### src/pfd_pkg.sv
// Shared types and constants for the PCM frame downmix block.
package pfd_pkg;

  localparam int unsigned MaxChannelsDef = 8;
  localparam int unsigned SampleW        = 32;
  localparam int unsigned CfgIdxW        = 4;
  localparam int unsigned CfgDataW       = 4;

  typedef logic [CfgIdxW-1:0] cfg_idx_t;

  localparam cfg_idx_t RegSampleBytes  = cfg_idx_t'(0);
  localparam cfg_idx_t RegChannelCount = cfg_idx_t'(1);

  localparam logic [2:0] SampleBytesRst  = 3'd2;
  localparam logic [3:0] ChannelCountRst = 4'd2;
  localparam logic [2:0] MinBytes        = 3'd2;
  localparam logic [2:0] MaxBytes        = 3'd4;

  // events from the unpacker: a sample is complete, and it closes the frame
  typedef struct packed {
    logic add;
    logic last;
  } unp_ev_t;

  typedef struct packed {
    logic busy;
    logic done;
  } div_stat_t;

  typedef enum logic [2:0] {
    DivIdle = 3'b001,
    DivRun  = 3'b010,
    DivDone = 3'b100
  } div_state_e;

endpackage

### src/pfd_unpack.sv
// Byte-serial sample assembly with byte and channel position counters.
module pfd_unpack import pfd_pkg::*; #(
  parameter int unsigned MaxCh = MaxChannelsDef
) (
  input  logic               clk_i,
  input  logic               rst_ni,
  input  logic               clear_i,
  input  logic               accept_i,
  input  logic [7:0]         data_byte_i,
  input  logic [2:0]         nbytes_i,
  input  logic [3:0]         nch_i,
  output logic signed [31:0] sample_o,
  output unp_ev_t            ev_o
);

  localparam int unsigned ChanPosW = (MaxCh > 1) ? $clog2(MaxCh) : 1;

  logic [31:0]         sample_q, sample_d;
  logic [1:0]          byte_pos_q, byte_pos_d;
  logic [ChanPosW-1:0] chan_pos_q, chan_pos_d;
  unp_ev_t             ev_q, ev_d;
  logic                last_byte;
  logic                last_chan;

  assign last_byte = (byte_pos_q == 2'(nbytes_i - 3'd1));
  assign last_chan = (chan_pos_q == ChanPosW'(nch_i - 4'd1));

  always_comb begin
    sample_d   = sample_q;
    byte_pos_d = byte_pos_q;
    chan_pos_d = chan_pos_q;
    ev_d       = '0;
    if (clear_i) begin
      byte_pos_d = '0;
      chan_pos_d = '0;
    end else if (accept_i) begin
      // new byte enters at the top; after the last byte the sample is left-aligned
      sample_d = {data_byte_i, (byte_pos_q == 2'd0) ? 24'd0 : sample_q[31:8]};
      if (last_byte) begin
        byte_pos_d = '0;
        ev_d.add   = 1'b1;
        ev_d.last  = last_chan;
        chan_pos_d = last_chan ? '0 : ChanPosW'(chan_pos_q + 1'b1);
      end else begin
        byte_pos_d = 2'(byte_pos_q + 2'd1);
      end
    end
  end

  always_ff @(posedge clk_i or negedge rst_ni) begin
    if (!rst_ni) begin
      byte_pos_q <= '0;
      chan_pos_q <= '0;
      ev_q       <= '0;
    end else begin
      byte_pos_q <= byte_pos_d;
      chan_pos_q <= chan_pos_d;
      ev_q       <= ev_d;
    end
  end

  always_ff @(posedge clk_i) begin
    sample_q <= sample_d;
  end

  assign sample_o = $signed(sample_q);
  assign ev_o     = ev_q;

  a_byte_pos_range: assert property (@(posedge clk_i) disable iff (!rst_ni)
    {1'b0, byte_pos_q} < nbytes_i)
    else $error("byte position beyond sample width");

  a_last_is_add: assert property (@(posedge clk_i) disable iff (!rst_ni)
    ev_q.last |-> ev_q.add)
    else $error("frame end without a finished sample");

endmodule

### src/pfd_div.sv
// Bit-serial restoring divider: signed frame sum over channel count, toward zero.
module pfd_div import pfd_pkg::*; #(
  parameter int unsigned SumW = SampleW + $clog2(MaxChannelsDef)
) (
  input  logic                   clk_i,
  input  logic                   rst_ni,
  input  logic                   start_i,
  input  logic signed [SumW-1:0] dividend_i,
  input  logic [3:0]             divisor_i,
  input  logic                   take_i,
  output div_stat_t              stat_o,
  output logic signed [31:0]     quot_o
);

  localparam int unsigned CntW = $clog2(SumW + 1);

  div_state_e      state_q, state_d;
  logic [SumW-1:0] dvd_q, dvd_d;
  logic [3:0]      rem_q, rem_d;
  logic [3:0]      dsr_q, dsr_d;
  logic            neg_q, neg_d;
  logic [CntW-1:0] cnt_q, cnt_d;
  logic [4:0]      rem_sh;
  logic [4:0]      rem_sub;
  logic            ge;

  assign rem_sh  = {rem_q, dvd_q[SumW-1]};
  assign ge      = (rem_sh >= {1'b0, dsr_q});
  assign rem_sub = 5'(rem_sh - {1'b0, dsr_q});

  always_comb begin
    state_d = state_q;
    dvd_d   = dvd_q;
    rem_d   = rem_q;
    dsr_d   = dsr_q;
    neg_d   = neg_q;
    cnt_d   = cnt_q;
    case (state_q)
      DivIdle: begin
        if (start_i) begin
          neg_d   = dividend_i[SumW-1];
          dvd_d   = dividend_i[SumW-1] ? SumW'(~dividend_i + 1'b1) : dividend_i;
          rem_d   = '0;
          dsr_d   = divisor_i;
          cnt_d   = '0;
          // a single channel needs no division
          state_d = (divisor_i == 4'd1) ? DivDone : DivRun;
        end
      end
      DivRun: begin
        rem_d = ge ? rem_sub[3:0] : rem_sh[3:0];
        dvd_d = {dvd_q[SumW-2:0], ge};
        cnt_d = CntW'(cnt_q + 1'b1);
        if (cnt_q == CntW'(SumW - 1)) begin
          state_d = DivDone;
        end
      end
      DivDone: begin
        if (take_i) begin
          state_d = DivIdle;
        end
      end
      default: state_d = DivIdle;
    endcase
  end

  always_ff @(posedge clk_i or negedge rst_ni) begin
    if (!rst_ni) begin
      state_q <= DivIdle;
      cnt_q   <= '0;
    end else begin
      state_q <= state_d;
      cnt_q   <= cnt_d;
    end
  end

  always_ff @(posedge clk_i) begin
    dvd_q <= dvd_d;
    rem_q <= rem_d;
    dsr_q <= dsr_d;
    neg_q <= neg_d;
  end

  assign stat_o.busy = (state_q != DivIdle);
  assign stat_o.done = (state_q == DivDone);
  assign quot_o      = neg_q ? $signed(32'(~dvd_q[31:0] + 32'd1)) : $signed(dvd_q[31:0]);

  a_start_when_idle: assert property (@(posedge clk_i) disable iff (!rst_ni)
    start_i |-> state_q == DivIdle)
    else $error("divider started while busy");

  a_done_holds: assert property (@(posedge clk_i) disable iff (!rst_ni)
    (state_q == DivDone && !take_i) |=>
      (state_q == DivDone && $stable(dvd_q) && $stable(neg_q)))
    else $error("quotient lost before it was taken");

endmodule

### src/pcm_frame_downmix.sv
// Top level: little-endian PCM byte stream to mono Q1.31 frame average.
// One data byte is taken per cycle while in_stall_o is low. Each sample
// of 2, 3 or 4 bytes is assembled in a byte shift register, left-aligned to
// Q1.31 and added to the frame sum. After the last byte of a frame the input
// is stalled while the sum is updated and loaded into the divider, then while
// the bit-serial divider runs, one quotient bit per cycle (skipped with one
// channel), and until the quotient is handed to the output register. The
// result sits in an output register, so the next frame starts while it waits;
// a further frame result holds the divider, and with it the input, until
// that register is taken.
// Any configuration write restarts assembly at the first byte of a frame.
module pcm_frame_downmix import pfd_pkg::*; #(
  parameter int unsigned MAX_CHANNELS = MaxChannelsDef
) (
  input  logic                clk_i,
  input  logic                rst_ni,
  input  logic                in_valid_i,
  output logic                in_stall_o,
  input  logic [7:0]          data_byte_i,
  output logic                out_valid_o,
  input  logic                out_stall_i,
  output logic signed [31:0]  mono_sample_o,
  input  logic                cfg_valid_i,
  output logic                cfg_ready_o,
  input  cfg_idx_t            cfg_index_i,
  input  logic [CfgDataW-1:0] cfg_data_i
);

  localparam int unsigned SumW = SampleW + $clog2(MAX_CHANNELS);

  logic [2:0]             sample_bytes_q, sample_bytes_d;
  logic [3:0]             channel_count_q, channel_count_d;
  logic signed [SumW-1:0] sum_q, sum_d;
  logic                   fin_q;
  logic                   out_valid_q, out_valid_d;
  logic signed [31:0]     mono_q, mono_d;

  logic                   cfg_we;
  logic                   in_accept;
  logic [2:0]             nbytes;
  logic [3:0]             nch;
  logic signed [31:0]     sample;
  unp_ev_t                ev;
  div_stat_t              div_stat;
  logic signed [31:0]     quot;
  logic                   out_load;

  assign cfg_ready_o = 1'b1;
  assign cfg_we      = cfg_valid_i;

  always_comb begin
    sample_bytes_d  = sample_bytes_q;
    channel_count_d = channel_count_q;
    if (cfg_we) begin
      case (cfg_index_i)
        RegSampleBytes:  sample_bytes_d  = cfg_data_i[2:0];
        RegChannelCount: channel_count_d = cfg_data_i[3:0];
        default: ;
      endcase
    end
  end

  always_comb begin
    if (sample_bytes_q < MinBytes) begin
      nbytes = MinBytes;
    end else if (sample_bytes_q > MaxBytes) begin
      nbytes = MaxBytes;
    end else begin
      nbytes = sample_bytes_q;
    end
  end

  always_comb begin
    if (channel_count_q == 4'd0) begin
      nch = 4'd1;
    end else if (32'(channel_count_q) > MAX_CHANNELS) begin
      nch = 4'(MAX_CHANNELS);
    end else begin
      nch = channel_count_q;
    end
  end

  // hold off requests from frame end until the divider has handed over its quotient
  assign in_stall_o = ev.last | fin_q | div_stat.busy;
  assign in_accept  = in_valid_i & ~in_stall_o;

  pfd_unpack #(
    .MaxCh (MAX_CHANNELS)
  ) u_unpack (
    .clk_i       (clk_i),
    .rst_ni      (rst_ni),
    .clear_i     (cfg_we),
    .accept_i    (in_accept),
    .data_byte_i (data_byte_i),
    .nbytes_i    (nbytes),
    .nch_i       (nch),
    .sample_o    (sample),
    .ev_o        (ev)
  );

  always_comb begin
    sum_d = sum_q;
    if (cfg_we || fin_q) begin
      sum_d = '0;
    end else if (ev.add) begin
      sum_d = SumW'(sum_q + SumW'(sample));
    end
  end

  pfd_div #(
    .SumW (SumW)
  ) u_div (
    .clk_i      (clk_i),
    .rst_ni     (rst_ni),
    .start_i    (fin_q),
    .dividend_i (sum_q),
    .divisor_i  (nch),
    .take_i     (out_load),
    .stat_o     (div_stat),
    .quot_o     (quot)
  );

  assign out_load = div_stat.done & (~out_valid_q | ~out_stall_i);

  always_comb begin
    out_valid_d = out_valid_q & out_stall_i;
    mono_d      = mono_q;
    if (out_load) begin
      out_valid_d = 1'b1;
      mono_d      = quot;
    end
  end

  always_ff @(posedge clk_i or negedge rst_ni) begin
    if (!rst_ni) begin
      sample_bytes_q  <= SampleBytesRst;
      channel_count_q <= ChannelCountRst;
      sum_q           <= '0;
      fin_q           <= 1'b0;
      out_valid_q     <= 1'b0;
    end else begin
      sample_bytes_q  <= sample_bytes_d;
      channel_count_q <= channel_count_d;
      sum_q           <= sum_d;
      fin_q           <= ev.last;
      out_valid_q     <= out_valid_d;
    end
  end

  always_ff @(posedge clk_i) begin
    mono_q <= mono_d;
  end

  assign out_valid_o   = out_valid_q;
  assign mono_sample_o = mono_q;

  a_frame_end_starts_div: assert property (@(posedge clk_i) disable iff (!rst_ni)
    ev.last |=> fin_q)
    else $error("frame end did not reach the divider");

  a_div_free_at_frame_end: assert property (@(posedge clk_i) disable iff (!rst_ni)
    fin_q |-> !div_stat.busy)
    else $error("frame finished while divider still busy");

endmodule
### config.mk
export PLATFORM = sky130hd
export DESIGN_NAME = pcm_frame_downmix
export DESIGN_NICKNAME = d
export VERILOG_FILES = /design/src/pfd_pkg.sv /design/src/pfd_unpack.sv /design/src/pfd_div.sv /design/src/pcm_frame_downmix.sv
export SDC_FILE = /design/constraint.sdc
export NUM_CORES = 1
export LEC_CHECK = 0
export ABC_AREA = 1
export BUFFER_PORTS_ARGS = -buffer_cell sky130_fd_sc_hd__buf_4
export CAP_MARGIN = 10
export CORE_AREA = 2 2 168 137
export CTS_CLUSTER_DIAMETER = 50
export DETAILED_ROUTE_END_ITERATION = 8
export DIE_AREA = 0 0 170 139
export GPL_TIMING_DRIVEN = 0
export PLACE_DENSITY_LB_ADDON = 0.08
export SYNTH_ARGS = -nofsm -noshare
export SYNTH_HDL_FRONTEND = slang
export SYNTH_SLANG_ARGS = --single-unit
### constraint.sdc
create_clock -name clk_i -period 3.35 [get_ports clk_i]
set_clock_uncertainty 0.05 [all_clocks]
set_input_delay 0.335 -clock clk_i [delete_from_list [all_inputs] [get_ports clk_i]]
set_output_delay 0.335 -clock clk_i [all_outputs]
set_load 0.01 [all_outputs]
==> impl_metrics.json <==
{
  "outcome": "completed",
  "grt_pass1_vias": 8605,
  "hp-class": "input pin to flip-flop",
  "synth.most_common_cell": "nand2_1",
  "cts_tree": "yes",
  "synth_edf_count": 108,
  "period_share_pct": 70.5,
  "netSwitchingFraction_pct": 35.7,
  "total_power_mw": 6.58,
  "post-route-util_pct": 55.5,
  "first_pass_iters": 5,
  "intPower_mw": 4.23,
  "drc_errors": 0,
  "ant_nets": 0,
  "setup_slack_ns": 0.989,
  "wl_um": 27100,
  "rr_worst_depth": 8,
  "clockBufferDepth": 2,
  "pin_count": 56,
  "finalHoldViolations": 0,
  "timing.setup.tns_ns": 0,
  "postCtsSetupBuffers": 0,
  "drtIter0Drc": 583,
  "yosysTopAreaCell": "edfxtp_1",
  "cp-end-kind": "flip-flop",
  "synth_top_cells_by_area": "edfxtp_1, dfrtp_1, nand2_1",
  "diodes": 0,
  "place.gp.congestion": 0.887,
  "cts_buffers": 17,
  "power_density_nw_per_um2": 537,
  "yosysWarnings": 0,
  "rows": 49,
  "rsz0062_at_grt": "no",
  "min_path_cells": 1,
  "syn_nets": 1467,
  "synthArstFlopShare_pct": 35.7,
  "antenna_found_initial": 0,
  "slowest_delay_ns": 0.68,
  "vias": 9066,
  "htreeDepth": 4,
  "grt_use_total_pct": 23.9,
  "die_y_um": 139,
  "grt.overflow.total": 0,
  "synth-main-ff-cell": "edfxtp_1",
  "root_buffer": "clkbuf_16",
  "crit_path_max_fanout": 33,
  "pre_cts_ws_ns": 0.973,
  "dieWidth_um": 170,
  "hold_slack_ns": 0.0201,
  "ys_top_cells_by_count": "nand2_1, inv_1, nor2_1, edfxtp_1, nand3_1",
  "max_freq_mhz": 424,
  "via_per_inst": 5.13,
  "fin_nets": 1543,
  "avgRoutedWirePerCell_um": 15.3,
  "ys_types": 46,
  "reg2reg_slack_ns": 0.99,
  "post-synth-top-area-fraction_pct": 29.9,
  "yosysSeqAreaShare_pct": 43.8,
  "clkLatencyLatePin_ns": 0.44,
  "cts.repair.resized": 0,
  "syn-cell-area_um2": 10800,
  "maxCapViolations": 0,
  "fillCellCount": 2118,
  "place_hpwl_um": 21400,
  "clk_pin_slew_ns": 0.07,
  "crit_chain": "inv_2 > nor3_4 > nand2_2 > inv_2 > nand3_2 > nor2_4 > nand3_1 > o21ai_0",
  "p_leak_nw": 5.84,
  "syn-instance-count": 1398,
  "power_frac_clock_pct": 30.1,
  "cp.arrival_ns": 2.67,
  "portBuffers": 54,
  "initial_core_util_pct": 49.1,
  "yosys_register_bits": 168,
  "grt_first_pass_wirelength_um": 44300,
  "switchingPower_mw": 2.35,
  "peakVddDrop_mv": 0.277,
  "layout_min_cycle_time_ns": 2.36,
  "critPathRequiredTime_ns": 3.66,
  "clock_sinks": 168,
  "grt_max_degree": 61,
  "setup_viol": 0,
  "comb_power_share_pct": 26.2,
  "worstSetupStartpointType": "flip-flop",
  "layout-area-overhead-vs-synth_pct": 13.1,
  "relSlewSlack_pct": 42.4,
  "syn_avg_cell_area_um2": 7.76,
  "critPathSlowestCell": "nor2_4",
  "core_um2": 22100,
  "cpMostUsedCell": "inv_2",
  "fp.dieArea_um2": 23600,
  "pwr-share-seq_pct": 43.7,
  "worstMarginPinSlew_ns": 0.863,
  "path_class": "flip-flop to flip-flop",
  "final_max_slew_viol_count": 0,
  "drive_above_1_share_pct": 9.55
}
[power by group through the flow]
stage	logic, mW	registers (mW)	clock network [mW]
2_1_floorplan	1.22	2.86	0
3_3_place_gp	1.67	2.92	0
3_5_place_dp	1.73	2.92	0
4_1_cts	1.74	2.87	2.01
5_1_grt	1.97	2.91	2.09
6_report	1.73	2.88	1.98
[kinds of logic (layout without fill, tap and decap cells)]
kind of cell | after synthesis | count (layout) | synth area share, %
AO/OA/AOI/OAI | 198 | 198 | 9.96
AND/OR/NAND/NOR | 701 | 701 | 28.0
XOR/XNOR | 55 | 55 | 4.51
buffers and inverters | 226 | 315 | 7.93
multiplexers | 1 | 1 | 0.0923
other | 1 | 1 | 0.0346
flip-flops | 168 | 168 | 43.8
adder cells (fa/ha/maj) | 48 | 48 | 5.68
[layout by cell type, fill, tap and decap left out, types with 4 or more instances in the layout]
master	instances
nor2_1	148
clkbuf_16	17
nand3_1	102
nand4_1	12
a21boi_0	4
o21ai_0	96
nor2_2	7
o22ai_1	10
ha_1	46
inv_1	195
inv_2	5
inv_8	5
xnor2_1	12
clkbuf_1	17
nor3_1	28
xor2_1	42
nand2_1	365
clkinv_4	4
buf_4	55
nand2_2	9
o21bai_1	6
buf_2	6
nand3b_1	7
a21oi_1	55
dfrtp_1	57
nor2_4	5
o31ai_1	5
edfxtp_1	108
o21ai_1	8
[state kept, by name, summed over array words and instances (netlist names), 4 cells and up]
name and flops:
sum_q 35, u_div.dvd_q 35, mono_sample_o 32, u_unpack.sample_o 32
u_div.cnt_q 6, channel_count_q 4, u_div.dsr_q 4, u_div.rem_q 4
[routing by layer]
metal  vias to the layer above  global-route usage, %  share of wire [%]
met4                         0                   6.57                2.0
met5                         -                      0                  0
li1                       4748                      -                  -
met1                      4102                   35.3                 51
met3                        32                   3.08                3.7
met2                       184                   37.1                 43
[cell type report]
type,instances,area (um^2),share of cell area (%)
multi-input cells,1004,5260,42.9
flip-flops and latches,168,4750,38.7
inverters,200,751,6.12
repair buffers,57,455,3.72
clock buffers,18,439,3.58
well taps,280,350,2.86
clock inverters,14,150,1.22
plain buffers,26,109,0.888
[path summary, 6_finish.rpt]
kind,from,endpoint
max,u_div.state_q[0],u_unpack.byte_pos_q[1]
min,data_byte_i[6],u_unpack.sample_o[30]
max reg2reg,u_div.state_q[0],u_unpack.byte_pos_q[1]
min reg2reg,u_unpack.ev_o[0],fin_q
max in group asynchronous,rst_ni,sum_q[26]
min in group asynchronous,rst_ni,sample_bytes_q[0]
[worst max-delay path: cells and delay by family, from the launching register on]
| family | cells | cell delay [ns] |
|---|---|---|
| compound gates | 1 | 0.21 |
| simple gates | 5 | 1.31 |
| flops | 1 | 0.57 |
| buf+inv | 2 | 0.13 |
[per-stage QoR]
step	cell area (um^2)	instances
2_1_floorplan	10800	1398
3_3_place_gp	11600	1732
3_5_place_dp	11700	1734
4_1_cts	12300	1767
5_1_grt	12300	1767
6_report	12300	1767
[repair_timing]
item / in CTS / in global routing
hold buffers: 1 / 0
endpoints found under the setup margin: 0 / 0
endpoints found under the hold margin: 57 / 0
Power figures use the tool's default switching activity.
